**config.mk**
```make
export PLATFORM = sky130hd
export DESIGN_NAME = three_channel_euclidean_distance_flat
export DESIGN_NICKNAME = d
export VERILOG_FILES = /design/src/hdl/ted_pkg.sv /design/src/hdl/ted_if.sv /design/src/hdl/ted_lane.sv /design/src/hdl/ted_merge.sv /design/src/hdl/three_channel_euclidean_distance.sv /design/src/flat_wrapper.sv
export SDC_FILE = /design/constraint.sdc
export NUM_CORES = 2
export LEC_CHECK = 0
export BUFFER_PORTS_ARGS = -buffer_cell sky130_fd_sc_hd__buf_4
export CAP_MARGIN = 15
export CORE_UTILIZATION = 61
export CTS_CLUSTER_SIZE = 12
export DETAILED_ROUTE_END_ITERATION = 10
export GPL_TIMING_DRIVEN = 1
export PLACE_DENSITY = 0.84
export SYNTH_ARGS = -nofsm -noshare
export SYNTH_HDL_FRONTEND = slang
export SYNTH_SLANG_ARGS = --single-unit
```
**constraint.sdc**
```tcl
create_clock -name clk -period 26.8 [get_ports clk]
set_clock_uncertainty 0.2 [all_clocks]
set_input_delay 5.36 -clock clk [delete_from_list [all_inputs] [get_ports clk]]
set_output_delay 5.36 -clock clk [all_outputs]
set_load 0.05 [all_outputs]
```
**src/hdl/ted_pkg.sv**
```systemverilog
`timescale 1ns / 1ps
`default_nettype none
package ted_pkg;

  localparam int COUNT_W    = 16;
  localparam int POP_W      = 16;
  localparam int SUM_BITS   = 42;
  localparam int DIST_W     = 22;
  // root of sum * 2^32 needs (42 + 32) / 2 bits, one bit per step
  localparam int ROOT_W     = 37;
  localparam int REM_W      = ROOT_W + 3;
  localparam int STEPS      = ROOT_W;
  localparam int STEP_CNT_W = 6;

  localparam logic [SUM_BITS-1:0]   SUM_MAX   = {SUM_BITS{1'b1}};
  localparam logic [DIST_W-1:0]     DIST_MAX  = {DIST_W{1'b1}};
  localparam logic [POP_W-1:0]      POP_RESET = 16'd1000;
  localparam logic [STEP_CNT_W-1:0] LAST_STEP = STEP_CNT_W'(STEPS - 1);

  typedef enum logic [1:0] {
    ST_ACC,
    ST_SQRT,
    ST_DIV,
    ST_DONE
  } state_t;

  typedef struct packed {
    logic load;       // latch squared difference of an accepted item
    logic sq_en;      // add latched square into the sum
    logic sq_last;    // that square closes the series
    logic sqrt_step;
    logic div_step;
  } lane_ctl_t;

endpackage
`default_nettype wire

```
**src/hdl/ted_if.sv**
```systemverilog
`timescale 1ns / 1ps
`default_nettype none
interface ted_in_if;
  logic                         valid;
  logic                         ready;
  logic [ted_pkg::COUNT_W-1:0]  sim_susceptible;
  logic [ted_pkg::COUNT_W-1:0]  sim_infected;
  logic [ted_pkg::COUNT_W-1:0]  sim_recovered;
  logic [ted_pkg::COUNT_W-1:0]  obs_susceptible;
  logic [ted_pkg::COUNT_W-1:0]  obs_infected;
  logic [ted_pkg::COUNT_W-1:0]  obs_recovered;
  logic                         last_day;

  modport source (
    output valid, sim_susceptible, sim_infected, sim_recovered,
           obs_susceptible, obs_infected, obs_recovered, last_day,
    input  ready
  );
  modport sink (
    input  valid, sim_susceptible, sim_infected, sim_recovered,
           obs_susceptible, obs_infected, obs_recovered, last_day,
    output ready
  );
endinterface

interface ted_out_if;
  logic                        valid;
  logic                        ready;
  logic [ted_pkg::DIST_W-1:0]  dist_susceptible;
  logic [ted_pkg::DIST_W-1:0]  dist_infected;
  logic [ted_pkg::DIST_W-1:0]  dist_recovered;

  modport source (
    output valid, dist_susceptible, dist_infected, dist_recovered,
    input  ready
  );
  modport sink (
    input  valid, dist_susceptible, dist_infected, dist_recovered,
    output ready
  );
endinterface
`default_nettype wire

```
**src/hdl/ted_lane.sv**
```systemverilog
`timescale 1ns / 1ps
`default_nettype none
module ted_lane #(
  parameter int COUNT_BITS = 16
) (
  input  wire logic                         clk,
  input  wire logic                         rst_n,
  input  wire ted_pkg::lane_ctl_t           ctl,
  input  wire logic [ted_pkg::COUNT_W-1:0]  sim,
  input  wire logic [ted_pkg::COUNT_W-1:0]  obs,
  input  wire logic [ted_pkg::POP_W-1:0]    divisor,
  output logic      [ted_pkg::DIST_W-1:0]   distance
);

  // count width is capped at the port width; input bits above COUNT_BITS are ignored
  localparam int CB  = (COUNT_BITS < ted_pkg::COUNT_W) ? COUNT_BITS : ted_pkg::COUNT_W;
  localparam int SQW = 2 * CB;
  localparam int SW  = ted_pkg::SUM_BITS;
  localparam int RW  = ted_pkg::ROOT_W;
  localparam int MW  = ted_pkg::REM_W;
  localparam int PW  = ted_pkg::POP_W;

  logic [CB-1:0]  x, y, d;
  logic [SQW-1:0] sq_r;
  logic [SW-1:0]  sum_r, sum_nxt, sat_sum;
  logic [SW:0]    full;
  logic [SW-1:0]  rad_r;
  logic [MW-1:0]  rem_r, rem_sh, trial;
  logic [RW-1:0]  root_r;
  logic [PW-1:0]  drem_r;
  logic [PW:0]    dt, dsub;
  logic           dq;

  assign x = sim[CB-1:0];
  assign y = obs[CB-1:0];
  assign d = (x >= y) ? (x - y) : (y - x);

  assign full    = {1'b0, sum_r} + {{(SW + 1 - SQW){1'b0}}, sq_r};
  assign sat_sum = (full >= {1'b0, ted_pkg::SUM_MAX}) ? ted_pkg::SUM_MAX : full[SW-1:0];

  always_comb begin
    sum_nxt = sum_r;
    if (ctl.sq_en) begin
      sum_nxt = ctl.sq_last ? '0 : sat_sum;
    end
  end

  // sqrt: next pair of the radicand, zero pairs once it is shifted out
  assign rem_sh = {rem_r[MW-3:0], rad_r[SW-1:SW-2]};
  assign trial  = {{(MW - RW - 2){1'b0}}, root_r, 2'b01};

  // restoring divide, numerator shifts out of root_r as quotient shifts in
  assign dt   = {drem_r, root_r[RW-1]};
  assign dq   = (dt >= {1'b0, divisor});
  assign dsub = dt - {1'b0, divisor};

  always_ff @(posedge clk) begin
    if (!rst_n) begin
      sum_r <= '0;
    end else begin
      sum_r <= sum_nxt;
    end
  end

  always_ff @(posedge clk) begin
    if (ctl.load) begin
      sq_r <= SQW'(d) * SQW'(d);
    end
    if (ctl.sq_en && ctl.sq_last) begin
      rad_r  <= sat_sum;
      rem_r  <= '0;
      root_r <= '0;
      drem_r <= '0;
    end else if (ctl.sqrt_step) begin
      rad_r <= {rad_r[SW-3:0], 2'b00};
      if (rem_sh >= trial) begin
        rem_r  <= rem_sh - trial;
        root_r <= {root_r[RW-2:0], 1'b1};
      end else begin
        rem_r  <= rem_sh;
        root_r <= {root_r[RW-2:0], 1'b0};
      end
    end else if (ctl.div_step) begin
      drem_r <= dq ? dsub[PW-1:0] : dt[PW-1:0];
      root_r <= {root_r[RW-2:0], dq};
    end
  end

  assign distance = (|root_r[RW-1:ted_pkg::DIST_W]) ? ted_pkg::DIST_MAX
                                                    : root_r[ted_pkg::DIST_W-1:0];

endmodule
`default_nettype wire

```
**src/hdl/ted_merge.sv**
```systemverilog
`timescale 1ns / 1ps
`default_nettype none
module ted_merge (
  input  wire logic                        clk,
  input  wire logic                        rst_n,
  input  wire logic                        load,
  input  wire logic [ted_pkg::DIST_W-1:0]  dist_s,
  input  wire logic [ted_pkg::DIST_W-1:0]  dist_i,
  input  wire logic [ted_pkg::DIST_W-1:0]  dist_r,
  output logic                             busy,
  ted_out_if.source                        out_ch
);

  logic                       valid_r;
  logic [ted_pkg::DIST_W-1:0] s_r, i_r, r_r;

  // result register still holds an item nobody took
  assign busy = valid_r && !out_ch.ready;

  always_ff @(posedge clk) begin
    if (!rst_n) begin
      valid_r <= 1'b0;
    end else if (load) begin
      valid_r <= 1'b1;
    end else if (out_ch.ready) begin
      valid_r <= 1'b0;
    end
  end

  always_ff @(posedge clk) begin
    if (load) begin
      s_r <= dist_s;
      i_r <= dist_i;
      r_r <= dist_r;
    end
  end

  assign out_ch.valid            = valid_r;
  assign out_ch.dist_susceptible = s_r;
  assign out_ch.dist_infected    = i_r;
  assign out_ch.dist_recovered   = r_r;

endmodule
`default_nettype wire

```
**src/hdl/three_channel_euclidean_distance.sv**
```systemverilog
`timescale 1ns / 1ps
`default_nettype none
// channel  dir  handshake          payload
// in_ch    in   valid/ready        sim_*, obs_* counts, last_day
// out_ch   out  valid/ready        dist_susceptible/infected/recovered (UQ6.16)
// cfg      in   cfg_we, cfg_wdata  population
//
// three lanes square and add in parallel; days without last_day are taken one per cycle
// except while a last_day item closes the series: its square is latched and added, then
// 37 sqrt steps, 37 divide steps and one result load come before the next item is taken
// the divide-by-population and root units advance one bit per cycle in each lane
// rst_n (synchronous) clears the sums and sets population to 1000
// a result waiting on out_ch does not stall input until the next series is finished
module three_channel_euclidean_distance #(
  parameter int COUNT_BITS = 16
) (
  input  wire logic                        clk,
  input  wire logic                        rst_n,
  ted_in_if.sink                           in_ch,
  ted_out_if.source                        out_ch,
  input  wire logic                        cfg_we,
  input  wire logic [ted_pkg::POP_W-1:0]   cfg_wdata
);

  ted_pkg::state_t   state_r, state_nxt;
  ted_pkg::lane_ctl_t ctl;

  logic [ted_pkg::STEP_CNT_W-1:0] cnt_r, cnt_nxt;
  logic [ted_pkg::POP_W-1:0]      pop_r, divisor;
  logic                           vld_a_r, last_a_r;
  logic                           accept, load_out, out_busy;
  logic [ted_pkg::DIST_W-1:0]     dist_s, dist_i, dist_r;

  assign in_ch.ready = (state_r == ted_pkg::ST_ACC) && !(vld_a_r && last_a_r);
  assign accept      = in_ch.valid && in_ch.ready;
  assign divisor     = (pop_r == '0) ? ted_pkg::POP_W'(1) : pop_r;

  always_ff @(posedge clk) begin
    if (!rst_n) begin
      pop_r <= ted_pkg::POP_RESET;
    end else if (cfg_we) begin
      pop_r <= cfg_wdata;
    end
  end

  always_ff @(posedge clk) begin
    if (!rst_n) begin
      state_r  <= ted_pkg::ST_ACC;
      cnt_r    <= '0;
      vld_a_r  <= 1'b0;
      last_a_r <= 1'b0;
    end else begin
      state_r  <= state_nxt;
      cnt_r    <= cnt_nxt;
      vld_a_r  <= accept;
      last_a_r <= accept && in_ch.last_day;
    end
  end

  always_comb begin
    state_nxt     = state_r;
    cnt_nxt       = cnt_r;
    load_out      = 1'b0;
    ctl.load      = accept;
    ctl.sq_en     = vld_a_r;
    ctl.sq_last   = last_a_r;
    ctl.sqrt_step = 1'b0;
    ctl.div_step  = 1'b0;
    case (state_r)
      ted_pkg::ST_ACC: begin
        if (vld_a_r && last_a_r) begin
          state_nxt = ted_pkg::ST_SQRT;
          cnt_nxt   = '0;
        end
      end
      ted_pkg::ST_SQRT: begin
        ctl.sqrt_step = 1'b1;
        if (cnt_r == ted_pkg::LAST_STEP) begin
          state_nxt = ted_pkg::ST_DIV;
          cnt_nxt   = '0;
        end else begin
          cnt_nxt = cnt_r + 1'b1;
        end
      end
      ted_pkg::ST_DIV: begin
        ctl.div_step = 1'b1;
        if (cnt_r == ted_pkg::LAST_STEP) begin
          state_nxt = ted_pkg::ST_DONE;
          cnt_nxt   = '0;
        end else begin
          cnt_nxt = cnt_r + 1'b1;
        end
      end
      ted_pkg::ST_DONE: begin
        if (!out_busy) begin
          load_out  = 1'b1;
          state_nxt = ted_pkg::ST_ACC;
        end
      end
      default: begin
        state_nxt = ted_pkg::ST_ACC;
      end
    endcase
  end

  ted_lane #(.COUNT_BITS(COUNT_BITS)) u_lane_s (
    .clk      (clk),
    .rst_n    (rst_n),
    .ctl      (ctl),
    .sim      (in_ch.sim_susceptible),
    .obs      (in_ch.obs_susceptible),
    .divisor  (divisor),
    .distance (dist_s)
  );

  ted_lane #(.COUNT_BITS(COUNT_BITS)) u_lane_i (
    .clk      (clk),
    .rst_n    (rst_n),
    .ctl      (ctl),
    .sim      (in_ch.sim_infected),
    .obs      (in_ch.obs_infected),
    .divisor  (divisor),
    .distance (dist_i)
  );

  ted_lane #(.COUNT_BITS(COUNT_BITS)) u_lane_r (
    .clk      (clk),
    .rst_n    (rst_n),
    .ctl      (ctl),
    .sim      (in_ch.sim_recovered),
    .obs      (in_ch.obs_recovered),
    .divisor  (divisor),
    .distance (dist_r)
  );

  ted_merge u_merge (
    .clk    (clk),
    .rst_n  (rst_n),
    .load   (load_out),
    .dist_s (dist_s),
    .dist_i (dist_i),
    .dist_r (dist_r),
    .busy   (out_busy),
    .out_ch (out_ch)
  );

endmodule
`default_nettype wire
```
**src/flat_wrapper.sv**
```systemverilog
// flat-port wrapper written by rule: the top's interface ports become plain ports
module three_channel_euclidean_distance_flat 
#(
  parameter int COUNT_BITS = 16
)
  (clk, rst_n, cfg_we, cfg_wdata, in_ch_valid, in_ch_sim_susceptible, in_ch_sim_infected, in_ch_sim_recovered, in_ch_obs_susceptible, in_ch_obs_infected, in_ch_obs_recovered, in_ch_last_day, in_ch_ready, out_ch_valid, out_ch_dist_susceptible, out_ch_dist_infected, out_ch_dist_recovered, out_ch_ready);
  ted_in_if in_ch_i ();
  ted_out_if out_ch_i ();
  input  wire logic clk;
  input  wire logic rst_n;
  input  wire logic cfg_we;
  input  wire logic [ted_pkg::POP_W-1:0] cfg_wdata;
  input wire logic [$bits(in_ch_i.valid)-1:0] in_ch_valid;
  input wire logic [$bits(in_ch_i.sim_susceptible)-1:0] in_ch_sim_susceptible;
  input wire logic [$bits(in_ch_i.sim_infected)-1:0] in_ch_sim_infected;
  input wire logic [$bits(in_ch_i.sim_recovered)-1:0] in_ch_sim_recovered;
  input wire logic [$bits(in_ch_i.obs_susceptible)-1:0] in_ch_obs_susceptible;
  input wire logic [$bits(in_ch_i.obs_infected)-1:0] in_ch_obs_infected;
  input wire logic [$bits(in_ch_i.obs_recovered)-1:0] in_ch_obs_recovered;
  input wire logic [$bits(in_ch_i.last_day)-1:0] in_ch_last_day;
  output wire logic [$bits(in_ch_i.ready)-1:0] in_ch_ready;
  output wire logic [$bits(out_ch_i.valid)-1:0] out_ch_valid;
  output wire logic [$bits(out_ch_i.dist_susceptible)-1:0] out_ch_dist_susceptible;
  output wire logic [$bits(out_ch_i.dist_infected)-1:0] out_ch_dist_infected;
  output wire logic [$bits(out_ch_i.dist_recovered)-1:0] out_ch_dist_recovered;
  input wire logic [$bits(out_ch_i.ready)-1:0] out_ch_ready;
  assign in_ch_i.valid = in_ch_valid;
  assign in_ch_i.sim_susceptible = in_ch_sim_susceptible;
  assign in_ch_i.sim_infected = in_ch_sim_infected;
  assign in_ch_i.sim_recovered = in_ch_sim_recovered;
  assign in_ch_i.obs_susceptible = in_ch_obs_susceptible;
  assign in_ch_i.obs_infected = in_ch_obs_infected;
  assign in_ch_i.obs_recovered = in_ch_obs_recovered;
  assign in_ch_i.last_day = in_ch_last_day;
  assign in_ch_ready = in_ch_i.ready;
  assign out_ch_valid = out_ch_i.valid;
  assign out_ch_dist_susceptible = out_ch_i.dist_susceptible;
  assign out_ch_dist_infected = out_ch_i.dist_infected;
  assign out_ch_dist_recovered = out_ch_i.dist_recovered;
  assign out_ch_i.ready = out_ch_ready;
  three_channel_euclidean_distance #(.COUNT_BITS(COUNT_BITS)) u_core (.clk(clk), .rst_n(rst_n), .in_ch(in_ch_i), .out_ch(out_ch_i), .cfg_we(cfg_we), .cfg_wdata(cfg_wdata));
endmodule
```
# == Word level (Yosys, flattened, before mapping) ==
# Cells that the tools add are included.
# classes
n_mul,3
mux,45
n_addsub,16
order_cmp,12
n_bitwise,1
reduce_logical,20
eq_ne,8
# op_table
operator,n
$mux 42,12
$mux 37,6
$sub 16x16->16,9
$add 42x32->43,3
$ge 43x42->1 const B,3
$ge 40x39->1,3
$mux 38,3
$sub 38x38->38,3
$mux 16,7
$mul 16x16->32,3
$ge 17x16->1,3
$ge 16x16->1,3
$reduce_or 15->1,3
$logic_not 16->1,1
$mux 6,2
$pmux 6 s2,1
$mux 1,9
$mux 2,4
$pmux 2 s4,1
$reduce_bool 2->1,4
$add 6x1->6 const B,1
$eq 6x6->1 const B,1
$logic_and 1x1->1,5
$eq 2x2->1 const B,2
9 further kinds,13
# word_totals
output_inout_bits,68
register_bits,714
elab_cells,132

# == Depth between registers and ports, before layout ==
# logic_depth
ltp_word,5
mapped_depth,41

# == By module ==
# A second synthesis with hierarchy kept.
# unflattened
cells_unflattened,7954
hier_area_um2,67723.7
# modules_own_cells
mod,cells_each,n_inst,area_per_inst_um2
ted_lane at u_core.u_lane_s,2630,1,21894.7
ted_lane at u_core.u_lane_i,2575,1,21385.5
ted_lane at u_core.u_lane_r,2540,1,21125.3
ted_merge,69,1,2023.2
three_channel_euclidean_distance,140,1,1295.0

# == Least setup slack after synthesis ==
# OpenSTA, ideal clock, no wires.
# synth_path
path_kind,in2reg
startpoint,input port in_ch_sim_susceptible[0]
endpoint,register u_core.u_lane_s.sq_r[31] (data pin)
t_required_ns,26.337
setup_ns,0.263
path_stages,34
t_arrival_ns,14.279
path_slack_ns,12.058
path_buffers,1
cell_sequence,inv_1 > ha_1 > inv_1 > fa_1 > a21o_1 > a221oi_2 > a21oi_1 > o211a_2 > nor2_4 > mux2_2 > and4_1 > a211o_1 > a21o_1 > buf_2 > nor2_1 > fa_1 > fa_1 > fa_1 > fa_1 > fa_1 > inv_1 > fa_1 > inv_1 > ha_1 > a2111oi_0 > a22oi_1 > a21o_1 > a221oi_2 > a21oi_1 > o31a_1 > o41ai_1 > nor3_1 > a311oi_1 > xnor2_1
# synth_between
elab_chain_len,3
word_cells_on_any_way,5
classes_between,add/sub (2); mul (1); order compare (1); mux (1)
# synth_rtl
element,line_no,source
from (decl),flat_wrapper.sv:14,input wire logic [$bits(in_ch_i.sim_susceptible)-1:0] in_ch_sim_susceptible;
$sub 16x16->16 / $ge 16x16->1 (equally long branches),ted_lane.sv:36,assign d = (x >= y) ? (x - y) : (y - x);
$mux 16 (*),ted_lane.sv:36,
$mul 16x16->32 (*),ted_lane.sv:67,sq_r <= SQW'(d) * SQW'(d);
to (signal assigned),ted_lane.sv:67,
to (decl),ted_lane.sv:24,logic [SQW-1:0] sq_r;
# Mark *: on every way between the ends. The rest lies on a longest branch, timed or not.
# A chain may end at the register's enable or synchronous reset.

# == Worst setup path after layout ==
# Same ends and word-level chain as after synthesis.

==> qor.txt <==
Post-Route WL: 160,900 um
die height: 334.4 um
Final Cycle Share: 0.5866
Setup TNS Final: 0 ps
worst skew pair latency: 630 ps
number of global-route vias before repair: 55.45k
post-synth net total: 9,124
Synth top area share: 0.1491
maximum fanout along the worst path: 19
CP required: 26,970 ps
CORE AREA: 109,200 um2
DR vias/cell: 5.923
max-cap violations: 0
Compound-Gate Fraction of Synth Area: 0.1713
FF-to-FF setup slack: 22,130 ps
Rows: 121
number of synthesized register bits: 711
post-synthesis xor/xnor area fraction: 0.04635
delay-heaviest family, CP: compound AO/OA/AOI/OAI gates
gpl congestion: 0.9346
clock-pin slew on the worst setup and hold paths: 60 ps
via count: 55.66k
die area: 111,800 um2
max incr delay on CP: 770 ps
mean area per synthesized cell: 8.585 um2
register area share after synthesis: 0.2535
Synth Area in Simple Gates: 0.1475
Worst path most repeated cell: fa_1
Mapped Area: 67,410 um2
Synth cell types: 111
Fin. Hold Viols: 0
# diodes: 0
detailed placement HPWL: 122,700 um
fin. max-slew vios: 0
largest net degree at the start of global routing: 222
RSZ-0062 raised after global routing: false
IO Pins: 186
Worst setup SP type: input port
Synth warnings: 0
area grow syn2layout: 7.341%
first-pass GRT wire length: 267,800 um
drt first-iter violations: 4,030
GRT overflow: 0
number of gates resized after cts: 0
Worst path slowest cell: xor2_1
Crit Path Class: in2reg
Hold/Removal Path Class: reg2reg
status: complete, no violations
Pre-antenna DRT Iters: 6
CTS Buf Count: 76
CTS tree: built
fraction of layout instances using a drive strength above 1: 0.05706
wire length per cell: 17.12 um
largest family of logic cells by synthesized area: adder cells
I/O Buffers: 185
asr flop ratio synth: 0
Worst Setup End Kind: flip-flop
CTS H-tree depth: 3
crit path DAT: 15,890 ps
final instance area: 72,360 um2
minimum clock period: 15,720 ps
Final Setup Violations: 0
Area contributors post-synth: fa_1 (15%), edfxtp_1 (13%), dfxtp_1 (13%), ha_1 (12%), inv_1 (5.8%)
most common cell after layout, fill and taps aside: inv_1
post-synthesis mux area share: 0.03393
Die Wd: 334.4 um
initial core utilization: 0.6176
Post-synth EDFFs: 285
Yosys top cell by area: fa_1
Area after DPL: 69,910 um2
Routed Antenna Nets: 0
worst path buffer plus inverter count: 8
CTS Buffer Depth: 3
hold buffer count at cts: 0
DRC: 0
commonest cells after routing, fill and taps aside: inv_1 (1,034), nor2_1 (794), ha_1 (649)
clk root buf: clkbuf_16
Worst-Margin Slew: 1140 ps
Synth Area in Adders: 0.2701
top_reg_cell synth: dfxtp_1
FMAX: 63.61 MHz
Final #Nets: 9,132
Setup Fix Bufs, Post-CTS: 0
relative slew slack: 0.2343
Post-Synthesis Cells: 7,852
Clock Sinks: 711
gr usage total: 0.2852
worst hold slack: 253.3 ps
fin util: 0.6629
initial antenna violation count: 1
==> state kept, by name (all words and copies together) (netlist names), 22 cells and up <==
signal                                  count
u_core.u_lane_i.rad_r                      42
u_core.u_lane_i.sum_r                      42
u_core.u_lane_r.rad_r                      42
u_core.u_lane_r.sum_r                      42
u_core.u_lane_s.rad_r                      42
u_core.u_lane_s.sum_r                      42
u_core.u_lane_i.rem_r                      38
u_core.u_lane_r.rem_r                      38
u_core.u_lane_s.rem_r                      38
u_core.u_lane_i.root_r                     37
u_core.u_lane_r.root_r                     37
u_core.u_lane_s.root_r                     37
u_core.u_lane_i.sq_r                       31
u_core.u_lane_r.sq_r                       31
u_core.u_lane_s.sq_r                       31
u_core.u_merge.out_ch.dist_infected        22
u_core.u_merge.out_ch.dist_recovered       22
u_core.u_merge.out_ch.dist_susceptible     22
==> logic make-up (layout without fill, tap and decap cells) <==
group                      after synthesis  in the layout
xor gates and xnor gates               355            355
buffers and inverters                 1365           1435
AOI/OAI and AO/OA                     1863           1863
adders and majority gates             1154           1154
muxes                                  227            227
DFF                                    711            711
and+or+nand+nor                       2177           2177
==> tightest hold or removal path: stages (launching register included) <==
cell     delay, ps
dfxtp_1        310
nand2_1         50
nand2_1         40
==> cell type report <==
cell class	count	area (um2)
repair buffers	241	1842
fillers	8694	36800
multi-input cells	5776	45200
inverters	1054	3959
clock buffers	120	2242
well taps	1476	1847
flip-flops and latches	711	17090
clock inverters	20	180.2
==> metal layers <==
| layer | global-route usage | share of wire |
|---|---|---|
| met5 | 0 | 0.000062 |
| met3 | 0.03198 | 0.059 |
| met2 | 0.4940 | 0.48 |
| met1 | 0.3691 | 0.43 |
| met4 | 0.09799 | 0.029 |
==> path summary, 6_finish.rpt <==
| path | startpoint | endpoint | cells past startpoint |
|---|---|---|---|
| max | in_ch_sim_susceptible[0] | u_core.u_lane_s.sq_r[31] | 39 |
| min | u_core.u_lane_s.drem_r[15] | u_core.u_lane_s.drem_r[15] | 2 |
| max reg2reg | u_core.u_lane_s.sq_r[0] | u_core.u_lane_s.rad_r[19] | 12 |
| min reg2reg | u_core.u_lane_s.drem_r[15] | u_core.u_lane_s.drem_r[15] | 2 |
==> synth_stat cells (47+ instances only) <==
cell	number
nand4_1	77
a31oi_1	122
o211ai_1	47
fa_1	502
mux2i_1	215
nand2_1	637
a211oi_1	72
xnor2_1	207
dfxtp_1	426
ha_1	652
edfxtp_1	285
and2_1	52
xor2_1	146
o21a_1	68
clkbuf_1	248
nand3_1	98
nor3_1	109
nand2b_1	129
a21oi_1	604
nor2_1	798
and3_1	53
a21o_1	171
nor2b_1	64
o21ai_0	435
inv_1	1035
==> metrics by stage <==
step | instances | worst slack, ps
floorplan | 7852 | 12060
CTS | 9397 | 11140
global route | 9398 | 10220
finish | 9398 | 11080
global placement | 9257 | 10770
detailed placement | 9257 | 10500
Power is not shown: default switching activity piles up to over one toggle a cycle in this logic, so the estimate is an artifact.
